==> config.mk <==
export PLATFORM = sky130hd
export DESIGN_NAME = bfsp_ram
export DESIGN_NICKNAME = d
export VERILOG_FILES = /design/src/rtl/bfsp_ram.sv
export SDC_FILE = /design/constraint.sdc
export NUM_CORES = 1
export LEC_CHECK = 0
export BUFFER_PORTS_ARGS = -buffer_cell sky130_fd_sc_hd__buf_2
export CORE_MARGIN = 3
export CORE_UTILIZATION = 55
export CTS_BUF_LIST = sky130_fd_sc_hd__clkbuf_4 sky130_fd_sc_hd__clkbuf_8
export CTS_CLUSTER_DIAMETER = 80
export DETAILED_ROUTE_END_ITERATION = 10
export PLACE_DENSITY = 0.76
export SYNTH_ARGS = -nofsm -noshare
export SYNTH_HDL_FRONTEND = slang
export SYNTH_SLANG_ARGS = --single-unit
==> constraint.sdc <==
create_clock -name clk_i -period 2.2 [get_ports clk_i]
set_input_delay 0.66 -clock clk_i [delete_from_list [all_inputs] [get_ports clk_i]]
set_output_delay 0.66 -clock clk_i [all_outputs]
set_load 0.02 [all_outputs]
==> src/rtl/bfsp_ram.sv <==
// Generic simple dual-port RAM, one write and one registered read port.
`default_nettype none

module bfsp_ram #(
  parameter int WIDTH = 8,
  parameter int DEPTH = 16
) (
  input  logic                     clk_i,
  input  logic                     we_i,
  input  logic [$clog2(DEPTH)-1:0] waddr_i,
  input  logic [WIDTH-1:0]         wdata_i,
  input  logic [$clog2(DEPTH)-1:0] raddr_i,
  output logic [WIDTH-1:0]         rdata_o
);

  logic [WIDTH-1:0] mem_q [DEPTH];

  always_ff @(posedge clk_i) begin
    if (we_i) begin
      mem_q[waddr_i] <= wdata_i;
    end
    rdata_o <= mem_q[raddr_i];
  end

endmodule

`default_nettype wire

==> reports/results.ini, run 1 <==
[layout]
instances_no_fill=412
fillers=549
drive_above_1_share_pct=33.6
regArea_um2=4000
nNetsFinal=309
final_common_cell=edfxtp_1
final_cell_mix=128 x edfxtp_1, 25 x buf_2, 25 x buf_4
post-route-util_pct=68.0
syn_to_final_growth_pct=17.4
diodes=0
multi_input_comb_area_um2=1060

[worst_hold_path]
min-delay-start=wdata_i[5]
hp-class=input port to flop
min_path_cells=1

[power]
p_per_area_nw_per_um2=925
peakVddDrop_v=0.000442
p_leak_uw=0.00209

[grt]
grt_pass1_wl_mm=14.8
grt_max_degree=17
gr-total-overflow=0
grt_util_all_layers_pct=20.4
antenna_found_initial=0
grt_pass1_vias=2506

[logic_synthesis]
yosys_register_bits=136
synth_cells=229
synth_area_leader_cell=edfxtp_1
syn_area_per_cell_um2=22.5
yosysSeqAreaShare_pct=77.8
ys_types=19
synth_warnings=0
synth_area_um2=5150
yosysTopAreaCellShare_pct=74.7
yosys-top-cells-area=edfxtp_1 75%, mux4_2 7.9%, mux4_1 7.1%
synthesis.nets=247

[sta]
final-hold-violation-count=0
period_share_pct=77.6
rsz0062_at_grt=false
worst_pin_slew_ns=0.398
setup_violations=0
maxSlewViolCount=0
maxSlewHeadroom_pct=73.4
fin_crit_ns=1.71
fin_skew_ns=0.00696
fmax_mhz=585
fin_tns_setup_ns=0

[clock_tree]
cts_hold_buf=0
cts_resized=0
cts_buffer_depth=2
clock-sinks=136
numCtsBuffers=17
post_cts_buffers=0
h-tree-depth=4
cts_tree=built
cts_root_buf=clkbuf_8
insertion_delay_ns=0.41
clk_pin_slew_ns=0.07

[placement]
dpl.hpwl_mm=6.28
numPortBuffers=25
placed_cells=380
place_congestion=0.769

[run]
cap_violations=0

[detailed_routing]
ant_nets=0
wl_mm=9.68
routedWlPerCell_um=23.5
vias=2527
dr.pass1.iters=4
drt_iter0_drc=178
drc=0
via_per_inst=6.13

[critical_path]
rr_worst_depth=3
r2r-start=mem_q[8][2]
start_kind=input port
crit_required_ns=2.48
crit_arrival_ns=1.99
timing.critical_path.to_type=flop
cp_max_fo=16
crit_type=input port to flop
startpoint=raddr_i[0]

[floorplanning]
die_area_um2=10600
core-area_um2=8890
initial_core_util_pct=57.9
rows=34
die_w_um=103
die_y_um=103
boundaryPins=26

[status]
status=finished clean

[Yosys cell counts (all sizes together)]
library cell,instances
a22oi,16
edfxtp,128
buf,7
dfxtp,8
or3b,1
clkdlybuf4s25,3
nand3b,2
nor2,13
nor3,4
nand2b,2
nand3,1
mux4,32
and2b,1
and2,1
nand2,9
nor2b,1
[logic make-up after synthesis]
kind of cell           after synthesis  share of synthesized area [%]
and+or+nand+nor                     35                           3.18
DFF                                136                           77.8
AOI/OAI and AO/OA                   16                           2.33
buffers and inverters               10                           1.68
muxes                               32                           15.0
[critical path: stages]
cell and delay (ns):
buf_2 0.13, buf_12 0.18, mux4_1 0.56, a22oi_1 0.29
nand2_1 0.15
[metal layers]
| metal | routed length (um) | share of wire (%) | track usage (%) | up-vias |
|---|---|---|---|---|
| met5 | 0 | 0 | 0 | - |
| met4 | 78 | 0.81 | 6.37 | 0 |
| met3 | 579 | 6.0 | 4.40 | 8 |
| met2 | 4840 | 50 | 32.1 | 104 |
| met1 | 4180 | 43 | 29.2 | 1321 |
| li1 | - | - | - | 1094 |
[flip-flops by register name (all words and copies together) (netlist names)]
signal / flops
mem_q: 128
rdata_o: 8
[area by class of cell]
class | instances | area share, %
clock buffer | 19 | 4.12
clock inverter | 13 | 3.75
multi-input combinational | 83 | 17.5
sequential | 136 | 66.2
tap | 108 | 2.24
timing repair buffer | 53 | 6.17
[worst paths after layout]
| check | endpoint | slack, ns |
|---|---|---|
| worst min-delay path | mem_q[4][5] | 0.63 |
| worst max-delay path | rdata_o[2] | 0.49 |
| worst max register to register | rdata_o[2] | 0.75 |
| worst min register to register | rdata_o[5] | 0.68 |
[power breakdown]
part | switching [uW] | internal [uW] | leakage (uW)
logic | 171 | 125 | 0.000632
registers | 20.3 | 2890 | 0.00122
clock network | 897 | 1480 | 0.000236
total | 1090 | 4500 | 0.00209
[per-stage QoR]
stage                     hold WS, ns  setup slack (ns)  area (um2)  total power [uW]
after global placement          0.652             0.141        5570              3260
after CTS                       0.608             0.521        6040              5630
after floorplan                 0.629            0.0471        5150              3130
after detailed placement        0.669             0.124        5570              3270
final                           0.629             0.492        6040              5590
after global routing            0.616             0.481        6040              5770
(Power assumes the default switching activity.)
==> inputs of run 2 (changes only) <==
--- a/config.mk
+++ b/config.mk
@@ -11,7 +11,7 @@
 export CTS_BUF_LIST = sky130_fd_sc_hd__clkbuf_4 sky130_fd_sc_hd__clkbuf_8
 export CTS_CLUSTER_DIAMETER = 80
 export DETAILED_ROUTE_END_ITERATION = 10
-export PLACE_DENSITY = 0.76
+export PLACE_DENSITY = 0.73
 export SYNTH_ARGS = -nofsm -noshare
 export SYNTH_HDL_FRONTEND = slang
 export SYNTH_SLANG_ARGS = --single-unit
==> constraint.sdc (replaced) <==
create_clock -name clk_i -period 1.76 [get_ports clk_i]
set_input_delay 0.528 -clock clk_i [delete_from_list [all_inputs] [get_ports clk_i]]
set_output_delay 0.528 -clock clk_i [all_outputs]
set_load 0.02 [all_outputs]
==> reports/results.ini, run 2 (synthesis gave the netlist of run 1 again) <==
[grt]
gr-total-overflow=0  ; unchanged
antenna_found_initial=0  ; unchanged
grt_pass1_wl_mm=14.6  ; -1.3%
grt_util_all_layers_pct=20.4  ; about the same
grt_pass1_vias=2497  ; -0.36%
grt.busiest_layer=met2
grt_util_met2_pct=30.8  ; -1.3 points
use_met1_pct=29.3  ; +0.15 points
grt_max_degree=17  ; unchanged
grt_util_met3_pct=6.09  ; +1.7 points

[clock_tree]
h-tree-depth=4  ; unchanged
insertion_delay_ns=0.42  ; about the same
clk_pin_slew_ns=0.08  ; about the same
cts_buffer_depth=2  ; unchanged
cts_tree=built
clock-sinks=136  ; unchanged
cts_root_buf=clkbuf_8
cts_hold_buf=0  ; unchanged
post_cts_buffers=0  ; unchanged
numCtsBuffers=17  ; unchanged
cts_resized=0  ; unchanged

[power]
peakVddDrop_v=0.000606  ; +37%
p_per_area_nw_per_um2=1090  ; +18%
p_leak_uw=0.00205  ; -1.9%

[sta]
fmax_mhz=654
fin_skew_ns=0.0103  ; +0.00332 ns
maxSlewViolCount=0  ; unchanged
final-hold-violation-count=0  ; unchanged
holdWs_ns=0.491  ; -0.138 ns
maxSlewHeadroom_pct=49.5  ; -24 points
setup_violations=0  ; unchanged
rsz0062_at_grt=false
fin_crit_ns=1.53
period_share_pct=86.9
setup_slack_ns=0.231  ; -0.261 ns
worst_pin_slew_ns=0.756  ; +0.357 ns

[floorplanning]
die_w_um=103  ; unchanged
core-area_um2=8890  ; unchanged
die_area_um2=10600  ; unchanged
rows=34  ; unchanged
boundaryPins=26  ; unchanged
die_y_um=103  ; unchanged
initial_core_util_pct=57.9  ; unchanged

[detailed_routing]
via_per_inst=5.91  ; -3.6%
drc=0  ; unchanged
routedWlPerCell_um=22.6  ; -3.7%
dr.pass1.iters=4  ; unchanged
wl_mm=9.32  ; -3.7%
drt_iter0_drc=203  ; +14%
ant_nets=0  ; unchanged
vias=2435  ; -3.6%

[critical_path]
cp_max_fo=9  ; -7
cpPeakStageDelay_ns=0.57  ; about the same
crit_arrival_ns=1.83  ; -0.16 ns
timing.critical_path.to_type=flop
critPathSlowestCell=mux4_1
crit_type=input port to flop
crit_chain=buf_2 -> buf_4 -> mux4_1 -> a22oi_1 -> nand2_1
start_kind=input port
crit_required_ns=2.06  ; -0.42 ns

[layout]
drive_above_1_share_pct=34.5  ; +0.99 points
fillers=582  ; +6.0%
nNetsFinal=309  ; unchanged
syn_to_final_growth_pct=15.8
top_register=mem_q
final_cell_mix=128 x edfxtp_1, 26 x buf_4, 25 x buf_2
final_common_cell=edfxtp_1
largest_reg_flops=128  ; unchanged
top_regs=mem_q: 128 flops, rdata_o: 8 flops
diodes=0  ; unchanged

[placement]
pre_cts_slack_ns=-0.234  ; -0.357 ns
numPortBuffers=25  ; unchanged
dpl.hpwl_mm=6.30  ; +0.31%
place_congestion=0.755  ; -1.7%

[run]
cap_violations=0  ; unchanged

[worst_hold_path]
hp-class=input port to flop

[status]
status=finished clean

## run 2: cell count changes in the layout (fill, tap and decap cells not counted)
cell        before  now
clkbuf_8        17   19
nor3_1           4    3
buf_12           3    2
clkinv_2         1    3
clkinv_4         3    4
bufinv_16        6    2
clkinv_1         2    0
clkinvlp_4       1    2
buf_4           25   26
nor3_2           0    1
## run 2: worst paths after layout
kind / start / endpoint / slack [ns] / cells past startpoint
worst min-delay path: wdata_i[2] / mem_q[11][2] / 0.49 / 1
worst max register to register: mem_q[1][2] / rdata_o[2] / 0.38 / 3
worst max-delay path: raddr_i[0] / rdata_o[4] / 0.23 / 5
worst min register to register: mem_q[14][0] / rdata_o[0] / 0.68 / 3
## run 2: area by class of cell
cell class / count / area [um2] / share of cell area [%]
Timing Repair Buffer: 53 / 360 / 6.04
Sequential cell: 136 / 4000 / 67.1
Clock buffer: 21 / 277 / 4.64
Multi-Input combinational cell: 83 / 1060 / 17.8
Clock inverter: 11 / 125 / 2.10
Tap cell: 108 / 135 / 2.27
## run 2: per-layer routing
| metal | routed length [um] | part of all wire, % |
|---|---|---|
| met2 | 4790 | 51 |
| met1 | 4030 | 43 |
| met3 | 442 | 4.7 |
| met5 | 0 | 0 |
| met4 | 52 | 0.56 |
## run 2: where the power goes
group / leakage [uW] / internal, uW / switching [uW] / total (uW)
registers: 0.00122 / 3620 / 21.8 / 3640
logic: 0.000625 / 158 / 209 / 367
clock network: 0.000203 / 1370 / 1130 / 2500
total: 0.00205 / 5140 / 1360 / 6500
## run 2: stage by stage
| stage | setup TNS, ns | cells | area, um2 | power [uW] | utilization [%] |
|---|---|---|---|---|---|
| 2_1_floorplan | -0.959 | 229 | 5150 | 3910 | - |
| 3_3_place_gp | -1.29 | 380 | 5560 | 4070 | 62.6 |
| 3_5_place_dp | -2.07 | 380 | 5560 | 4080 | 62.6 |
| 4_1_cts | 0 | 412 | 5960 | 6560 | 67.1 |
| 5_1_grt | 0 | 412 | 5960 | 6750 | 67.1 |
| 6_report | 0 | 412 | 5960 | 6500 | 67.1 |
## run 2: worst max-delay path: cells and delay by family
family	cells	cell delay (ns)
buffers and inverters	2	0.38
AOI/OAI and AO/OA	1	0.25
and+or+nand+nor	1	0.09
muxes	1	0.57
