File: config.mk
export PLATFORM = sky130hd
export DESIGN_NAME = bfsp_relax
export DESIGN_NICKNAME = d
export VERILOG_FILES = /design/src/rtl/bfsp_pkg.sv /design/src/rtl/bfsp_relax.sv
export SDC_FILE = /design/constraint.sdc
export NUM_CORES = 1
export LEC_CHECK = 0
export CORE_MARGIN = 8
export CORE_UTILIZATION = 45
export DETAILED_ROUTE_END_ITERATION = 12
export DONT_BUFFER_PORTS = 1
export MAX_ROUTING_LAYER = met4
export PLACE_DENSITY = 0.61
export SYNTH_ARGS = -nofsm -noshare
export SYNTH_HDL_FRONTEND = slang
export SYNTH_SLANG_ARGS = --single-unit
File: constraint.sdc
create_clock -name vclk -period 7.7
set_clock_uncertainty 0.2 [all_clocks]
set_input_delay 1.155 -clock vclk [all_inputs]
set_output_delay 1.155 -clock vclk [all_outputs]
set_load 0.005 [all_outputs]
File: src/rtl/bfsp_pkg.sv
// Shared constants, codes and types of the shortest-path block.
`default_nettype none

package bfsp_pkg;

  localparam int MAX_VERTICES_DEF = 16;
  localparam int WEIGHT_BITS_DEF  = 16;

  localparam int VTX_W     = 4;   // vertex, row, col and source fields
  localparam int WEIGHT_IN_W = 16;
  localparam int DIST_W    = 21;
  localparam int VC_W      = 5;

  localparam logic [VC_W-1:0] VC_RESET = VC_W'(16);

  typedef enum logic {
    CMD_WRITE = 1'b0,
    CMD_RUN   = 1'b1
  } cmd_e;

  // Control of the read-modify-write stage on the distance memory.
  typedef struct packed {
    logic vld;    // stage holds an access
    logic init;   // initial load from the source row, else relaxation
    logic allow;  // entry may be updated (relax: not a self loop, not into source; init: source in range)
  } relax_ctl_t;

endpackage

`default_nettype wire

File: src/rtl/bfsp_relax.sv
// Write stage of the distance memory: initial load and edge relaxation.
`default_nettype none

module bfsp_relax #(
  parameter int WEIGHT_BITS  = 16,
  parameter int MAX_VERTICES = 16
) (
  input  bfsp_pkg::relax_ctl_t                 ctl_i,
  input  logic [$clog2(MAX_VERTICES)-1:0]      u_i,
  input  logic signed [bfsp_pkg::DIST_W-1:0]   di_i,
  input  logic [WEIGHT_BITS:0]                 wrd_i,
  input  logic [bfsp_pkg::DIST_W:0]            drd_i,
  output logic                                 we_o,
  output logic [$clog2(MAX_VERTICES)-1:0]      waddr_o,
  output logic [bfsp_pkg::DIST_W:0]            wdata_o
);
  import bfsp_pkg::*;

  localparam int SW = ((DIST_W > WEIGHT_BITS) ? DIST_W : WEIGHT_BITS) + 2;
  localparam logic signed [SW-1:0] HI = SW'((1 <<< (DIST_W - 1)) - 1);
  localparam logic signed [SW-1:0] LO = SW'(-(1 <<< (DIST_W - 1)));

  logic                     present;
  logic signed [SW-1:0]     w_ext;
  logic signed [SW-1:0]     di_ext;
  logic signed [SW-1:0]     sum;
  logic signed [DIST_W-1:0] cand;
  logic signed [DIST_W-1:0] du;
  logic                     ru;

  assign present = wrd_i[WEIGHT_BITS];
  assign w_ext   = {{(SW-WEIGHT_BITS){wrd_i[WEIGHT_BITS-1]}}, wrd_i[WEIGHT_BITS-1:0]};
  assign di_ext  = {{(SW-DIST_W){di_i[DIST_W-1]}}, di_i};
  assign sum     = ctl_i.init ? w_ext : (di_ext + w_ext);
  assign du      = drd_i[DIST_W-1:0];
  assign ru      = drd_i[DIST_W];

  always_comb begin
    if (sum > HI) begin
      cand = HI[DIST_W-1:0];
    end else if (sum < LO) begin
      cand = LO[DIST_W-1:0];
    end else begin
      cand = sum[DIST_W-1:0];
    end
  end

  always_comb begin
    waddr_o = u_i;
    if (ctl_i.init) begin
      we_o    = ctl_i.vld;
      wdata_o = (ctl_i.allow && present) ? {1'b1, cand} : '0;
    end else begin
      we_o    = ctl_i.vld && ctl_i.allow && present && (!ru || (du > cand));
      wdata_o = {1'b1, cand};
    end
  end

endmodule

`default_nettype wire

==> metrics.csv, run 1 <==
metric,value,unit
status,finished clean,
Synth area leader,ha_1,
Tcrit/Tclk final,0.882,
type of origin of the critical path,input pin,
GP Congestion,0.901,
PD cells,97.8,nW/um2
initial core utilization,0.462,
Syn Inst Count,278,
Port Buf Inserts,0,
multiplexer share of the synthesized area,0,
Final nets,374,
total iterations of the first detailed-routing run,4,
maximum capacitance violations,0,
n_diodes,0,
proportion of layout cells with a drive suffix above 1,0.0530,
Syn Std Cell Area,2000,um2
WL/cell,19.4,um
Post-Synth Adder-Cell Area,0.272,
Hold WS,2.11,ns
final hold violation count,0,
clk_buf instances,0,
Peak VDD IR,0.0380,mV
Detail Route Antenna Nets,0,
largest net degree at the start of global routing,24,
# hold bufs at CTS,0,
Vias/cell,6.49,
post_cts resized,0,
Hold Path Cell Cnt,0,
combinational family with the most area after synthesis,compound AO/OA/AOI/OAI gates,
Total GRT Usage,0.172,
Overflow after GRT,0,
synthesis warning total,0,
number of global-route vias before repair,2007,
"top cells by count, synth","ha_1 (40), nor2_1 (36), a21oi_1 (24)",
top-area cell type share of the netlist area,0.251,
"Distinct cells, synth",53,
Residual DRC,0,
WS Path Type,in -> out,
sequential area share after synthesis,0,
CP max FO,15,
Synth area leaders,"ha_1 (25%), nor2_1 (6.8%), a21oi_1 (6.0%)",
core box area,4320,um2
xor/xnor share of the synthesized area,0.0658,
compound-cell area share of the yosys netlist,0.398,
Post-Synth Simple-Gate Area,0.201,
Storage cell area,0,um2
sequential cell count,0,
TNS Setup,0,ns
total I/O pin count,94,
post-DP HPWL,5260,um
die width,82.6,um
first-pass GRT wire length,9370,um
Filler cells,465,
Crit path required time,6.34,ns
CP endpoint kind,primary output,
final max-slew violation count,0,
syn_area_per_cell,7.18,um2
Syn-to-layout area delta,-0.251,%
Rows,24,
Least-Margin Pin Slew,0.676,ns
Final setup viols,0,
final core utilization,0.461,
fmax,147,MHz
"Data arrival, critical path",5.44,ns
min-delay src,u_i[1],
number of DRC markers in iteration 0,97,
setup bufs post-CTS,0,
min cycle time layout,6.79,ns
P_leak,0.880,nW
RSZ-0062 raised after global routing,false,
initial antenna violation count,0,
drt total wl,6120,um
Hold Path End,waddr_o[1],
routed vias,2052,
"count leader, synth",ha_1,
Die ar.,6830,um2
Syn Nets,386,
Rel. slew slack,0.550,
die height,82.6,um
Hold Crit Class,in -> out,
-- worst max-delay path, cell delays in order --
cell      delay (ns)
ha_1            0.15
inv_1           0.05
fa_1            0.38
and2b_1         0.23
o2111a_2        0.22
o21ai_2         0.08
a211o_1         0.36
a31oi_1         0.18
o31a_1          0.59
a21o_1          0.24
a21boi_0        0.19
nor2_1          0.08
ha_1            0.30
nand4_1         0.10
nor2_1          0.18
and3_1          0.26
nand2_1         0.09
o41ai_2         0.32
a21oi_1         0.09
o211ai_2        0.19
-- power by group --
| group | total, mW | switching, mW | internal, mW |
|---|---|---|---|
| clock | 0 | 0 | 0 |
| sequential | 0 | 0 | 0 |
| combinational | 0.195 | 0.113 | 0.0815 |
| total | 0.195 | 0.113 | 0.0815 |
-- through the flow --
step,setup WS [ns],area [um2],std cells,power (mW)
final,0.905,1990,316,0.195
after CTS,0.899,1990,316,0.195
after global routing,0.498,1990,316,0.221
after global placement,0.972,1990,316,0.193
after floorplan,1.12,2000,278,0.160
after detailed placement,0.909,1990,316,0.194
-- worst max path at each step --
| stage | startpoint | endpoint | slack [ns] |
|---|---|---|---|
| 3_5_place_dp | di_i[0] | we_o | 0.91 |
| 3_3_place_gp | di_i[0] | we_o | 0.97 |
| 5_1_grt | di_i[0] | we_o | 0.50 |
| 6_report | di_i[0] | we_o | 0.91 |
| 2_1_floorplan | di_i[0] | we_o | 1.12 |
| 4_1_cts | di_i[0] | we_o | 0.90 |
-- placed cells by master (no fill, tap or decap), types with 3 or more instances in the layout --
master     instances
a211oi_1           3
a21boi_0           3
a21o_1            13
a21oi_1           24
a221oi_1          13
a31oi_1            4
and3_1             3
and4_1             3
ha_1              40
inv_1             13
nand2_1           16
nand2b_1           4
nand3_1            7
nand4_1            4
nor2_1            36
nor2b_1            3
o2111ai_1          3
o21a_1             6
o21ai_0           14
o31ai_1            4
xnor2_1           11
xor2_1             4
-- layout make-up --
cell class                      count  area, um2  share of cell area
Timing Repair Buffer                1       7.51             0.00377
Tap cell                           52       65.1              0.0327
Multi-Input combinational cell    250       1870               0.939
Inverter                           13       48.8              0.0245
-- kinds of logic (layout without fill, tap and decap cells) --
kind of cell,Yosys count,after routing
AO/OA/AOI/OAI,107,107
AND/OR/NAND/NOR,85,85
adder cells (fa/ha/maj),43,43
buffers and inverters,28,14
XOR/XNOR,15,15
-- metal layers --
layer  wire [um]  GRT usage  part of all wire
met1        2640      0.212              0.43
met2        2930      0.309              0.48
met3         542     0.0184             0.089
met4           7    0.00345            0.0011
met5           0          -                 0
No activity file was read; power rests on OpenSTA's default activity.
==> run 2: changes to the inputs <==
Settings changed: RECOVER_POWER from default to 100, SLEW_MARGIN from default to 5.
==> run 2 against run 1 <==
  * Combinational power about the same
  * Die area unchanged
  * Design area decreased by 0.57%
  * Via count decreased by 0.83%
  * Critical path depth decreased by 1
  * Critical endpoint unchanged
==> metrics.csv, run 2 (synthesis results as in run 1) <==
metric,value,unit,change
status,finished clean,,
initial core utilization,0.462,,unchanged
Detail Route Antenna Nets,0,,unchanged
RSZ-0062 raised after global routing,false,,
Residual DRC,0,,unchanged
die height,82.6,um,unchanged
Psw,113,uW,-0.43%
total I/O pin count,94,,unchanged
sequential share of power,0,,unchanged
n_diodes,0,,unchanged
highest routed layer,met4,,
DR WL met3,466,um,-14%
Port Buf Inserts,0,,unchanged
setup bufs post-CTS,0,,unchanged
GP Congestion,0.901,,unchanged
CP endpoint kind,primary output,,
final hold violation count,0,,unchanged
Total GRT Usage,0.172,,unchanged
Logic pwr share,1.000,,about the same
core box area,4320,um2,unchanged
number of DRC markers in iteration 0,108,,+11%
Rel. slew slack,0.413,,-0.137
TNS Setup,0,ns,unchanged
Net Sw Frac,0.582,,about the same
Filler cells,462,,-0.65%
Die ar.,6830,um2,unchanged
initial antenna violation count,0,,unchanged
CP max FO,20,,+5
"most common cell after layout, fill and taps aside",ha_1,,
final core utilization,0.458,,-0.00260
Peak VDD IR,0.0379,mV,-0.23%
DRT met1 WL,2730,um,+3.4%
Storage cell area,0,um2,unchanged
most frequent cells in the layout,"ha_1 (40), nor2_1 (36), a21oi_1 (24)",,
Crit path required time,6.34,ns,about the same
fmax,140,MHz,-4.9%
first-pass GRT wire length,9370,um,unchanged
WL/cell,19.4,um,+0.21%
routed wl met2,2930,um,about the same
Least-Margin Pin Slew,0.858,ns,+0.183 ns
min cycle time layout,7.14,ns,+0.349 ns
clock share of power,0,,unchanged
maximum capacitance violations,0,,unchanged
P_leak,0.881,nW,+0.12%
die width,82.6,um,unchanged
sequential cell count,0,,unchanged
routed vias,2035,,-0.83%
PD cells,97.9,nW/um2,+0.12%
Finished Cell Area,1980,um2,-0.57%
number of global-route vias before repair,2007,,unchanged
proportion of layout cells with a drive suffix above 1,0.0417,,-0.0114
DP Area,1990,um2,unchanged
internal power,81.1,uW,-0.47%
slowest cell on the critical path,a2111oi_0,,
clk_buf instances,0,,unchanged
Final setup viols,0,,unchanged
crit-path max cell delay,0.81,ns,+0.22 ns
"Data arrival, critical path",5.79,ns,+0.35 ns
Syn-to-layout area delta,-0.815,%,
type of origin of the critical path,input pin,,
worst path cell trace,"ha_1, inv_1, fa_1, and2b_1, o2111a_1, o21ai_0, a211o_1, a2111oi_0, a31o_2, a221oi_1, ha_1, a21o_1, a21o_1, a21oi_1, o21ai_0, a21oi_1, o41ai_2, a2111o_1, o211ai_2",,
drt total wl,6130,um,+0.21%
Final nets,374,,unchanged
# hold bufs at CTS,0,,unchanged
Hold Crit Class,in -> out,,
Multi-input gate area,1860,um2,-0.60%
Vias/cell,6.44,,-0.83%
total iterations of the first detailed-routing run,4,,unchanged
largest net degree at the start of global routing,24,,unchanged
final max-slew violation count,0,,unchanged
Overflow after GRT,0,,unchanged
WS Path Type,in -> out,,
Tcrit/Tclk final,0.928,,+0.0453
post-DP HPWL,5260,um,unchanged
Rows,24,,unchanged
post_cts resized,0,,unchanged
## run 2: cell counts in the layout (fill, tap and decap cells not counted)
Identical to the previous run, type by type.
## run 2: area by class of cell
type / instances / area share
inverters: 13 / 0.0246
multi-input cells: 250 / 0.939
well taps: 52 / 0.0328
repair buffers: 1 / 0.00379
## run 2: layer usage
layer / track usage / vias to the layer above
met2: 0.309 / 69
li1: - / 1038
met4: 0.00345 / 0
met1: 0.212 / 926
met3: 0.0184 / 2
met5: - / -
## run 2: critical path: cells and delay by family
| family | cells | cell delay [ns] |
|---|---|---|
| buf+inv | 1 | 0.05 |
| compound gates | 14 | 3.45 |
| fa+ha+maj | 3 | 0.89 |
| simple gates | 1 | 0.23 |
## run 2: worst paths after layout
kind | slack (ns) | to | start | cells after the start
worst max-delay path | 0.56 | we_o | di_i[0] | 19
worst min-delay path | 2.11 | waddr_o[1] | u_i[1] | 0
## run 2: stage by stage
stage / total power, mW / worst slack (ns) / hold WS [ns] / cells
floorplan: 0.160 / 1.12 / 2.19 / 278
global placement: 0.193 / 0.972 / 2.11 / 316
detailed placement: 0.194 / 0.909 / 2.11 / 316
CTS: 0.195 / 0.899 / 2.11 / 316
global route: 0.220 / 0.270 / 2.11 / 316
finish: 0.194 / 0.556 / 2.11 / 316
## run 2: power by group through the flow
stage               clock (mW)  sequential (mW)  combinational (mW)
detailed placement           0                0               0.194
floorplan                    0                0               0.160
finish                       0                0               0.194
global placement             0                0               0.193
CTS                          0                0               0.195
global route                 0                0               0.220
==> run 3: changes to the inputs <==
==> constraint.sdc (replaced) <==
create_clock -name vclk -period 7.7
set_clock_uncertainty 0.2 [all_clocks]
set_input_delay 0.385 -clock vclk [all_inputs]
set_output_delay 0.385 -clock vclk [all_outputs]
set_load 0.005 [all_outputs]
==> run 3 against run 2 <==
  * Power down 1.1%
  * First-iteration DRC count down 9.3%
  * Sequential cell count unchanged
  * Clock-buffer cell count unchanged
  * Routed wire length down 1.7%
  * Non-clock buffer count unchanged
  * Fmax up 24%
  * Cell count unchanged
  * Via count up 0.49%
  * Sequential share of layout area unchanged
  * Worst setup slack better by 1.4 ns
  * Critical path type unchanged
  * Critical endpoint unchanged
  * Largest cell class unchanged
  * Largest power group unchanged
==> metrics.csv, run 3 (synthesis results as in run 1) <==
metric,value,unit,change
Least-Margin Pin Slew,0.776,ns,-0.0821 ns
initial antenna violation count,0,,unchanged
proportion of layout cells with a drive suffix above 1,0.0341,,-0.00758
TNS Setup,0,ns,unchanged
min-delay src,u_i[1],,
Rows,24,,unchanged
post_cts resized,0,,unchanged
Residual DRC,0,,unchanged
number of DRC markers in iteration 0,98,,-9.3%
Placed Instances,316,,unchanged
"Data arrival, critical path",5.18,ns,-0.61 ns
largest net degree at the start of global routing,24,,unchanged
Rel. slew slack,0.482,,+0.0695
Final Non-Filler Cells,316,,unchanged
n_diodes,0,,unchanged
total iterations of the first detailed-routing run,5,,+1
Tcrit/Tclk final,0.749,,-0.179
Vias/cell,6.47,,+0.49%
# hold bufs at CTS,0,,unchanged
Finished Cell Area,1970,um2,-0.38%
Storage cell area,0,um2,unchanged
DP Area,1990,um2,unchanged
fmax,173,MHz,+24%
initial core utilization,0.462,,unchanged
drt total wl,6030,um,-1.7%
Final nets,374,,unchanged
core box area,4320,um2,unchanged
number of global-route vias before repair,2012,,+0.25%
total I/O pin count,94,,unchanged
die width,82.6,um,unchanged
Filler cells,482,,+4.3%
final hold violation count,0,,unchanged
Hold Crit Class,in -> out,,
sequential cell count,0,,unchanged
final max-slew violation count,0,,unchanged
Final setup viols,0,,unchanged
PD cells,97.2,nW/um2,-0.76%
Detail Route Antenna Nets,0,,unchanged
RSZ-0062 raised after global routing,false,,
Die ar.,6830,um2,unchanged
status,finished clean,,
Overflow after GRT,0,,unchanged
Syn-to-layout area delta,-1.19,%,
clk_buf instances,0,,unchanged
Hold Path Cell Cnt,0,,unchanged
min cycle time layout,5.77,ns,-1.38 ns
Port Buf Inserts,0,,unchanged
P_leak,0.876,nW,-0.50%
CP max FO,20,,unchanged
Hold Path End,waddr_o[1],,
post-DP HPWL,5180,um,-1.5%
Tot Pwr,192,uW,-1.1%
Total GRT Usage,0.170,,-0.00224
Multi-input gate area,1850,um2,-0.40%
most frequent cells in the layout,"ha_1 (40), nor2_1 (36), a21oi_1 (24)",,
Peak VDD IR,0.0364,mV,-3.9%
setup bufs post-CTS,0,,unchanged
"most common cell after layout, fill and taps aside",ha_1,,
GP Congestion,0.901,,about the same
die height,82.6,um,unchanged
routed vias,2045,,+0.49%
WL/cell,19.1,um,-1.7%
WS Path Type,in -> out,,
CP endpoint kind,primary output,,
type of origin of the critical path,input pin,,
Crit path required time,7.11,ns,+0.77 ns
first-pass GRT wire length,9280,um,-0.96%
maximum capacitance violations,0,,unchanged
## run 3: cell types whose count changed in the layout (fill, tap and decap cells not counted)
cell	before	now
o41ai_2	1	0
o41ai_1	0	1
a31o_2	1	0
a31o_1	0	1
## run 3: power breakdown
group | internal, mW | switching (mW) | leakage, nW | total [mW]
clock | 0 | 0 | 0 | 0
sequential | 0 | 0 | 0 | 0
combinational | 0.0803 | 0.111 | 0.876 | 0.192
total | 0.0803 | 0.111 | 0.876 | 0.192
## run 3: final cells by class
cell class	count	area share
timing repair buffer	1	0.00380
inverter	13	0.0247
tap	52	0.0330
multi-input combinational	250	0.938
## run 3: metal layers
metal  track usage  routed length [um]
met5             -                   0
met4       0.00862                  23
met3        0.0152                 492
met2         0.304                2860
met1         0.210                2660
## run 3: worst max path at each step
stage                        from    to
final                     di_i[0]  we_o
after floorplan           di_i[0]  we_o
after global routing      di_i[0]  we_o
after CTS                 di_i[0]  we_o
after global placement    di_i[0]  we_o
after detailed placement  di_i[0]  we_o
## run 3: stage by stage
stage          hold slack [ns]  utilization  setup WS, ns
2_1_floorplan            0.651            -          2.66
3_3_place_gp             0.570        0.461          2.51
3_5_place_dp             0.570        0.461          2.43
4_1_cts                  0.570        0.461          2.42
5_1_grt                  0.570        0.456          1.58
6_report                 0.570        0.456          1.93
## run 3: worst max-delay path, cell delays in order
cell,delay [ns]
ha_1,0.15
inv_1,0.06
fa_1,0.39
and2b_1,0.23
o2111a_1,0.22
o21ai_0,0.15
a211o_1,0.36
a2111oi_0,0.69
a31o_1,0.70
a221oi_1,0.22
ha_1,0.38
nand4_1,0.08
nor2_1,0.16
and3_1,0.24
nand2_1,0.07
o41ai_1,0.39
a21oi_1,0.10
o211ai_2,0.19
